$ cat src/drcp_pkg.sv
// Shared types, character codes and record layouts of the delimited record
// coordinate parser. Used by the parser top level and its port checker.
// Depends on nothing.
package drcp_pkg;

  // Width of the internal values, and the fixed width of the result fields.
  localparam int VALUE_BITS = 32;
  localparam int REC_W = 32;

  typedef logic signed [VALUE_BITS-1:0] val_t;
  typedef logic [VALUE_BITS-1:0] mag_t;
  typedef logic signed [REC_W-1:0] rec_t;
  typedef logic [2:0] pos_t;
  typedef logic [2:0] layout_code_t;
  typedef logic [7:0] char_t;

  // Position code for a field that a layout does not have.
  localparam pos_t NO_POS = 3'd7;

  // Layout register codes.
  localparam layout_code_t LAYOUT_PLAIN     = 3'd0;
  localparam layout_code_t LAYOUT_CELL      = 3'd1;
  localparam layout_code_t LAYOUT_CELL_EXON = 3'd2;
  localparam layout_code_t LAYOUT_CELL_NAME = 3'd3;
  localparam layout_code_t LAYOUT_NAME_EXON = 3'd4;

  // Character codes.
  localparam char_t CH_TAB   = 8'h09;
  localparam char_t CH_NL    = 8'h0A;
  localparam char_t CH_VT    = 8'h0B;
  localparam char_t CH_FF    = 8'h0C;
  localparam char_t CH_CR    = 8'h0D;
  localparam char_t CH_SPACE = 8'h20;
  localparam char_t CH_PLUS  = 8'h2B;
  localparam char_t CH_COMMA = 8'h2C;
  localparam char_t CH_MINUS = 8'h2D;
  localparam char_t CH_SEMI  = 8'h3B;
  localparam char_t CH_ZERO  = 8'h30;
  localparam char_t CH_NINE  = 8'h39;

  // Magnitude cap and the signed range of a value.
  localparam mag_t MAG_CAP = mag_t'(1) << (VALUE_BITS - 1);
  localparam val_t VAL_MAX = val_t'(MAG_CAP - mag_t'(1));
  localparam val_t VAL_MIN = val_t'(MAG_CAP);

  // Largest accumulator that may take one more digit d without passing the cap.
  localparam mag_t DIGIT_LIMIT [10] = '{
    mag_t'((MAG_CAP - mag_t'(0)) / 10), mag_t'((MAG_CAP - mag_t'(1)) / 10),
    mag_t'((MAG_CAP - mag_t'(2)) / 10), mag_t'((MAG_CAP - mag_t'(3)) / 10),
    mag_t'((MAG_CAP - mag_t'(4)) / 10), mag_t'((MAG_CAP - mag_t'(5)) / 10),
    mag_t'((MAG_CAP - mag_t'(6)) / 10), mag_t'((MAG_CAP - mag_t'(7)) / 10),
    mag_t'((MAG_CAP - mag_t'(8)) / 10), mag_t'((MAG_CAP - mag_t'(9)) / 10)
  };

  // Field positions of one layout.
  typedef struct packed {
    pos_t px;
    pos_t py;
    pos_t pcnt;
    pos_t pexon;
    logic has_cell;
    pos_t plast;
    logic extra_delims;
  } layout_t;

  // Decode the layout register; unused codes behave as the plain layout.
  function automatic layout_t layout_lookup(layout_code_t code);
    layout_t lay;
    case (code)
      LAYOUT_CELL:      lay = '{3'd1, 3'd2, 3'd3, NO_POS, 1'b1, 3'd4, 1'b1};
      LAYOUT_CELL_EXON: lay = '{3'd1, 3'd2, 3'd3, 3'd4, 1'b1, 3'd5, 1'b1};
      LAYOUT_CELL_NAME: lay = '{3'd2, 3'd3, 3'd4, NO_POS, 1'b1, 3'd5, 1'b1};
      LAYOUT_NAME_EXON: lay = '{3'd2, 3'd3, 3'd4, 3'd5, 1'b1, 3'd6, 1'b1};
      default:          lay = '{3'd1, 3'd2, NO_POS, NO_POS, 1'b0, 3'd3, 1'b0};
    endcase
    return lay;
  endfunction

endpackage

$ cat src/delimited_record_coordinate_parser.sv
// Delimited record coordinate parser: byte stream in, one item per record out.
// Uses drcp_pkg for layouts, character codes and value types.
// The block takes one byte per clock, every clock, as long as in_stall is low.
// A delimiter byte (tab or newline, plus comma and semicolon in the cell
// layouts) that closes the last field of a record produces one result item in
// the output register on the next clock, carrying the record's x, y, count,
// exon and cell label and the running bounding box including this record.
// All parsing of a byte is done combinationally from the parser state registers;
// the single output register is the only buffer, so in_stall rises only while
// a result waits in it and out_stall is high. The layout register is written
// through the cfg channel, which is always ready; write it only while idle.
// Layout codes 5 to 7 behave as the plain four-field layout.
module delimited_record_coordinate_parser
  import drcp_pkg::*;
(
  input  logic         clk,
  input  logic         rst,
  input  logic         in_valid,
  output logic         in_stall,
  input  char_t        in_byte,
  output logic         out_valid,
  input  logic         out_stall,
  output rec_t         rec_x,
  output rec_t         rec_y,
  output rec_t         rec_count,
  output rec_t         rec_exon,
  output rec_t         rec_cell,
  output logic         cell_assigned,
  output rec_t         box_min_x,
  output rec_t         box_max_x,
  output rec_t         box_min_y,
  output rec_t         box_max_y,
  input  logic         cfg_valid,
  output logic         cfg_ready,
  input  layout_code_t cfg_data
);

  // Number parsing phases.
  localparam logic [1:0] PH_BLANK  = 2'd0;
  localparam logic [1:0] PH_DIGITS = 2'd1;
  localparam logic [1:0] PH_DONE   = 2'd2;

  layout_code_t record_layout;
  pos_t         field_pos, field_pos_next;
  logic [1:0]   number_phase, number_phase_next;
  logic         negative_flag, negative_flag_next;
  mag_t         accumulator, accumulator_next;
  val_t         held_fields [4];
  val_t         held_fields_next [4];
  val_t         minimum_x, minimum_x_next, maximum_x, maximum_x_next;
  val_t         minimum_y, minimum_y_next, maximum_y, maximum_y_next;

  layout_t      lay;
  logic         accept, is_delim, is_blank, is_sign, is_digit, emit;
  logic [3:0]   digit, digit_idx;
  mag_t         acc_step;
  val_t         field_v, cell_v;

  assign cfg_ready = 1'b1;
  assign in_stall  = out_valid && out_stall;
  assign accept    = in_valid && !in_stall;

  // Character classes for the current byte.
  always_comb begin
    lay       = layout_lookup(record_layout);
    is_delim  = (in_byte == CH_TAB) || (in_byte == CH_NL) ||
                (lay.extra_delims && ((in_byte == CH_COMMA) || (in_byte == CH_SEMI)));
    is_blank  = (in_byte == CH_SPACE) || (in_byte == CH_TAB) || (in_byte == CH_NL) ||
                (in_byte == CH_VT) || (in_byte == CH_FF) || (in_byte == CH_CR);
    is_sign   = (in_byte == CH_MINUS) || (in_byte == CH_PLUS);
    is_digit  = (in_byte >= CH_ZERO) && (in_byte <= CH_NINE);
    digit     = 4'(in_byte - CH_ZERO);
    digit_idx = is_digit ? digit : 4'd0;
  end

  // One decimal digit into the magnitude, saturating at the cap.
  always_comb begin
    if (accumulator > DIGIT_LIMIT[digit_idx]) begin
      acc_step = MAG_CAP;
    end else begin
      acc_step = (accumulator << 3) + (accumulator << 1) + mag_t'(digit_idx);
    end
  end

  // Signed value of the field that the current delimiter closes.
  always_comb begin
    if (negative_flag) begin
      field_v = val_t'(-accumulator);
    end else if (accumulator >= MAG_CAP) begin
      field_v = VAL_MAX;
    end else begin
      field_v = val_t'(accumulator);
    end
    cell_v = lay.has_cell ? field_v : val_t'(0);
  end

  // Next parser state for an accepted byte.
  always_comb begin
    field_pos_next     = field_pos;
    number_phase_next  = number_phase;
    negative_flag_next = negative_flag;
    accumulator_next   = accumulator;
    held_fields_next   = held_fields;
    minimum_x_next     = minimum_x;
    maximum_x_next     = maximum_x;
    minimum_y_next     = minimum_y;
    maximum_y_next     = maximum_y;
    emit               = 1'b0;
    if (accept && is_delim) begin
      number_phase_next  = PH_BLANK;
      negative_flag_next = 1'b0;
      accumulator_next   = '0;
      if (field_pos == lay.px) begin
        held_fields_next[0] = field_v;
        if (field_v < minimum_x) minimum_x_next = field_v;
        if (field_v > maximum_x) maximum_x_next = field_v;
      end
      if (field_pos == lay.py) begin
        held_fields_next[1] = field_v;
        if (field_v < minimum_y) minimum_y_next = field_v;
        if (field_v > maximum_y) maximum_y_next = field_v;
      end
      if (field_pos == lay.pcnt) held_fields_next[2] = field_v;
      if (field_pos == lay.pexon) held_fields_next[3] = field_v;
      if (field_pos < lay.plast) begin
        field_pos_next = field_pos + 3'd1;
      end else begin
        emit = 1'b1;
        field_pos_next = '0;
      end
    end else if (accept) begin
      unique case (number_phase)
        PH_BLANK: begin
          priority if (is_blank) begin
            number_phase_next = PH_BLANK;
          end else if (is_sign) begin
            negative_flag_next = (in_byte == CH_MINUS);
            number_phase_next  = PH_DIGITS;
          end else if (is_digit) begin
            accumulator_next  = acc_step;
            number_phase_next = PH_DIGITS;
          end else begin
            number_phase_next = PH_DONE;
          end
        end
        PH_DIGITS: begin
          if (is_digit) begin
            accumulator_next = acc_step;
          end else begin
            number_phase_next = PH_DONE;
          end
        end
        default: begin
          number_phase_next = number_phase;
        end
      endcase
    end
  end

  // Parser state registers.
  always_ff @(posedge clk) begin
    if (rst) begin
      record_layout <= LAYOUT_PLAIN;
      field_pos     <= '0;
      number_phase  <= PH_BLANK;
      negative_flag <= 1'b0;
      accumulator   <= '0;
      for (int i = 0; i < 4; i++) held_fields[i] <= '0;
      minimum_x     <= VAL_MAX;
      maximum_x     <= VAL_MIN;
      minimum_y     <= VAL_MAX;
      maximum_y     <= VAL_MIN;
    end else begin
      if (cfg_valid && cfg_ready) record_layout <= cfg_data;
      field_pos     <= field_pos_next;
      number_phase  <= number_phase_next;
      negative_flag <= negative_flag_next;
      accumulator   <= accumulator_next;
      if (emit) begin
        for (int i = 0; i < 4; i++) held_fields[i] <= '0;
      end else begin
        held_fields <= held_fields_next;
      end
      minimum_x     <= minimum_x_next;
      maximum_x     <= maximum_x_next;
      minimum_y     <= minimum_y_next;
      maximum_y     <= maximum_y_next;
    end
  end

  // Output valid flag.
  always_ff @(posedge clk) begin
    if (rst) begin
      out_valid <= 1'b0;
    end else if (emit) begin
      out_valid <= 1'b1;
    end else if (!out_stall) begin
      out_valid <= 1'b0;
    end
  end

  // Output payload register, loaded when a record closes.
  always_ff @(posedge clk) begin
    if (emit) begin
      rec_x         <= rec_t'(held_fields_next[0]);
      rec_y         <= rec_t'(held_fields_next[1]);
      rec_count     <= rec_t'(held_fields_next[2]);
      rec_exon      <= rec_t'(held_fields_next[3]);
      rec_cell      <= rec_t'(cell_v);
      cell_assigned <= (cell_v > val_t'(0));
      box_min_x     <= rec_t'(minimum_x_next);
      box_max_x     <= rec_t'(maximum_x_next);
      box_min_y     <= rec_t'(minimum_y_next);
      box_max_y     <= rec_t'(maximum_y_next);
    end
  end

endmodule

$ cat config.mk
export PLATFORM = sky130hd
export DESIGN_NAME = delimited_record_coordinate_parser
export DESIGN_NICKNAME = d
export VERILOG_FILES = /design/src/drcp_pkg.sv /design/src/delimited_record_coordinate_parser.sv
export SDC_FILE = /design/constraint.sdc
export NUM_CORES = 1
export LEC_CHECK = 0
export BUFFER_PORTS_ARGS = -buffer_cell sky130_fd_sc_hd__buf_2
export CORE_MARGIN = 2
export CORE_UTILIZATION = 45
export DETAILED_ROUTE_END_ITERATION = 12
export HOLD_SLACK_MARGIN = 0.03
export PLACE_DENSITY = 0.73
export SLEW_MARGIN = 20
export SYNTH_ARGS = -nofsm -noshare
export SYNTH_HDL_FRONTEND = slang
export SYNTH_SLANG_ARGS = --single-unit
$ cat constraint.sdc
create_clock -name clk -period 17.7 [get_ports clk]
set_input_delay 2.655 -clock clk [delete_from_list [all_inputs] [get_ports clk]]
set_output_delay 2.655 -clock clk [all_outputs]
set_load 0.02 [all_outputs]
==> run_results.csv <==
group,metric,value,unit
worst_setup_path,cp-start-kind,"primary input",
drt,drt_first_pass_iters,5,
final_layout,diodes,0,
drt,wl,72800,µm
sta,fin_worst_skew,20.9,ps
run_status,status,"finished, final reports clean",
yosys,synth_area_leaders,"edfxtp_1 32%, dfxtp_1 22%, ha_1 8.9%",
clocking,cts-root-buf,"clkbuf_16",
yosys,yosys.cell_count.top_type,"nand2_1",
worst_setup_path,path_class,"primary input to flip-flop",
yosys,syn_inst,2599,
floorplanning,fp.dieW,248,µm
placed_design,port_buffers,306,
worst_setup_path,cp.required,18210,ps
clocking,post_cts_resized,0,
clocking,cts_tree,"built",
final_layout,fin_nets,3047,
floorplanning,core-area,59000,µm²
worst_setup_path,cp_data_arrival_time,6970,ps
drt,routedWlPerCell,19.9,µm
worst_setup_path,endpoint_kind,"flip-flop",
clocking,cts_hold_buffers,0,
clocking,cts_made_buffers,59,
placed_design,finalWeightedCongestion,0.936,
global_routing,grt_use_total,0.232,
yosys,async_flop_share,0,
yosys,syn_avg_cell_area,10.3,µm²
yosys,ys_ff_latch,587,
sta,hold_viol,0,
worst_setup_path,critPathSlowestCell,"o21ai_0",
worst_setup_path,cp_slowest_stage_delay,610,ps
sta,tightestPinTransition,1160,ps
drt,dr_total_vias,20172,
clocking,post-cts-setup-buffers,0,
worst_setup_path,crit_buf_inv,2,
sta,setup_viol_count_final,0,
clocking,ctsHtreeMaxLevel,2,
worst_setup_path,r2r_setup_slack,11250,ps
yosys,syn-cell-area,26900,µm²
drt,via_per_inst,5.51,
worst_setup_path,path_cells,"buf_2, o21ai_0, and4_1, nand2_1, fa_1, inv_1, ha_1, a211oi_1, nor2_1, o21ai_0, a21oi_1, a221oi_1, o221ai_1, a21oi_1, xnor2_1, a221oi_1",
global_routing,grt_pass1_vias,19442,
clocking,worstSkewPairLatency,620,ps
sta,fmax,155,MHz
placed_design,place_area,29000,µm²
final_layout,largest_reg_flops,128,
yosys,syn_nets,2808,
clocking,cts_num_sinks,587,
floorplanning,fp-row-count,89,
yosys,synth_edf_count,289,
sta,slew_viol_final,0,
drt,drt_iter0_markers,1470,
floorplanning,num_io_pins,308,
sta,final_min_period_over_clock_period,0.365,
sta,relSlewSlack,0.227,
power_and_ir_drop,ir_drop,0.0741,mV
sta,finalCriticalPeriod,6460,ps
min_path,hold_path.class,"flip-flop to flip-flop",
final_layout,final_cell_area,31100,µm²
final_layout,top_register,"held_fields",
yosys,yosys_warnings,0,
global_routing,overflow,0,
yosys,synth_largest_area_cell,"edfxtp_1",
drt,ant_nets,0,
clocking,cts.path.max_buffers,3,
job,maxCapViolations,0,
floorplanning,die-height,248,µm
floorplanning,dieArea,61700,µm²
yosys,seq_area_frac_synth,0.545,
floorplanning,start_util,0.455,
final_layout,nFillCells,5122,
global_routing,grt_pass1_wl,110000,µm
sta,finalSetupTns,0,ps
yosys,synth_cell_types,81,
final_layout,area_growth,15.7,%
final_layout,multi_input_area,11000,µm²
worst_setup_path,worstPathMaxFanout,10,
power_and_ir_drop,p_per_area,90.2,nW/µm²
placed_design,dp_hpwl,50400,µm
drt,drc,0,
yosys,synth_flop_cell,"dfxtp_1",
worst_setup_path,cpLargestDelayFamily,"compound AO/OA/AOI/OAI gates",
global_routing,antenna_found_initial,4,
final_layout,seq_area,14600,µm²
global_routing,grt_max_degree,167,
yosys,yosys-top-cells-count,"308 x nand2_1, 298 x dfxtp_1, 289 x edfxtp_1, 227 x o21ai_0, 191 x ha_1",
power_and_ir_drop,p_leak,13.3,nW
sta,rsz0062_at_grt,"no",
yosys,yosysTopAreaCellShare,0.323,
clocking,path_clk_slew,60,ps
final_layout,drive_gt1_frac,0.159,
through the flow:
stage,utilization,worst slack (ps),std cells,total power [mW],hold slack [ps]
2_1_floorplan,-,4980,2599,1.48,454
3_3_place_gp,0.490,10980,3549,1.50,463
3_5_place_dp,0.491,10800,3549,1.50,469
4_1_cts,0.526,11290,3660,2.83,477
5_1_grt,0.527,10800,3661,2.88,496
6_report,0.527,11240,3661,2.81,480
where the power goes:
group | switching (mW) | internal (mW) | leakage, nW
Sequential | 0.00222 | 1.41 | 4.85
Combinational | 0.0401 | 0.0136 | 7.49
Clock | 0.534 | 0.803 | 1.01
metal layers:
metal,track usage,routed length (µm),vias to the layer above
li1,-,-,9526
met1,0.311,31200,9671
met2,0.378,33600,820
met3,0.0255,5030,155
met4,0.103,2980,0
met5,0,0,-
cell families after synthesis:
| logic type | Yosys count | share of synthesized area |
|---|---|---|
| flops | 587 | 0.545 |
| xor+xnor | 59 | 0.0192 |
| fa+ha+maj | 193 | 0.0905 |
| buf+inv | 331 | 0.0491 |
| compound gates | 541 | 0.121 |
| simple gates | 826 | 0.151 |
| other cells | 1 | 0.000140 |
| mux | 61 | 0.0234 |
final timing paths:
check / from / to / depth (start not counted)
worst min register to register: maximum_y[24] / maximum_y[24] / 2
worst min-delay path: maximum_y[24] / maximum_y[24] / 2
worst max-delay path: in_byte[1] / accumulator[31] / 16
worst max register to register: accumulator[0] / minimum_x[14] / 19
layout by cell type (no fill, tap or decap), types with 6 or more instances in the layout:
cell / count
nand2_1: 306
xor2_1: 30
clkinv_2: 6
clkinv_1: 10
dfxtp_1: 298
a21oi_1: 93
nor3_1: 23
nor2_1: 148
mux2i_1: 57
buf_4: 22
or2_2: 9
nand2b_1: 44
bufinv_16: 11
a211oi_1: 19
clkbuf_16: 59
edfxtp_1: 289
inv_1: 177
nor4_1: 12
o21ai_1: 23
and2_1: 46
a21o_1: 41
or3_1: 6
xnor2_1: 29
o211ai_1: 63
ha_1: 191
nand3_1: 20
nand4_1: 34
clkbuf_1: 9
nor2b_1: 140
a22oi_1: 16
buf_2: 306
o21ai_0: 223
o21bai_1: 6
clkbuf_8: 7
cell type report:
class	instances	share of cell area
well taps	773	0.0311
clock inverters	36	0.0157
multi-input cells	1681	0.353
inverters	179	0.0216
flip-flops and latches	587	0.471
clock buffers	75	0.0517
repair buffers	330	0.0561
worst reg2reg max path: stages, from the launching register on:
cell and delay, ps:
dfxtp_1 430, inv_1 230, ha_1 220, nor3b_1 600, or3b_1 590, nor3_1 240, xor2_1 170, a21o_1 540
inv_1 270, ha_1 370, nand2_1 50, o21ai_0 350, a41oi_1 170, nor3_1 220, o31ai_1 170, a21oi_1 300
mux2i_4 320, buf_4 640, mux2i_1 260, nand2b_1 180
No activity file was read; power rests on OpenSTA's default activity.
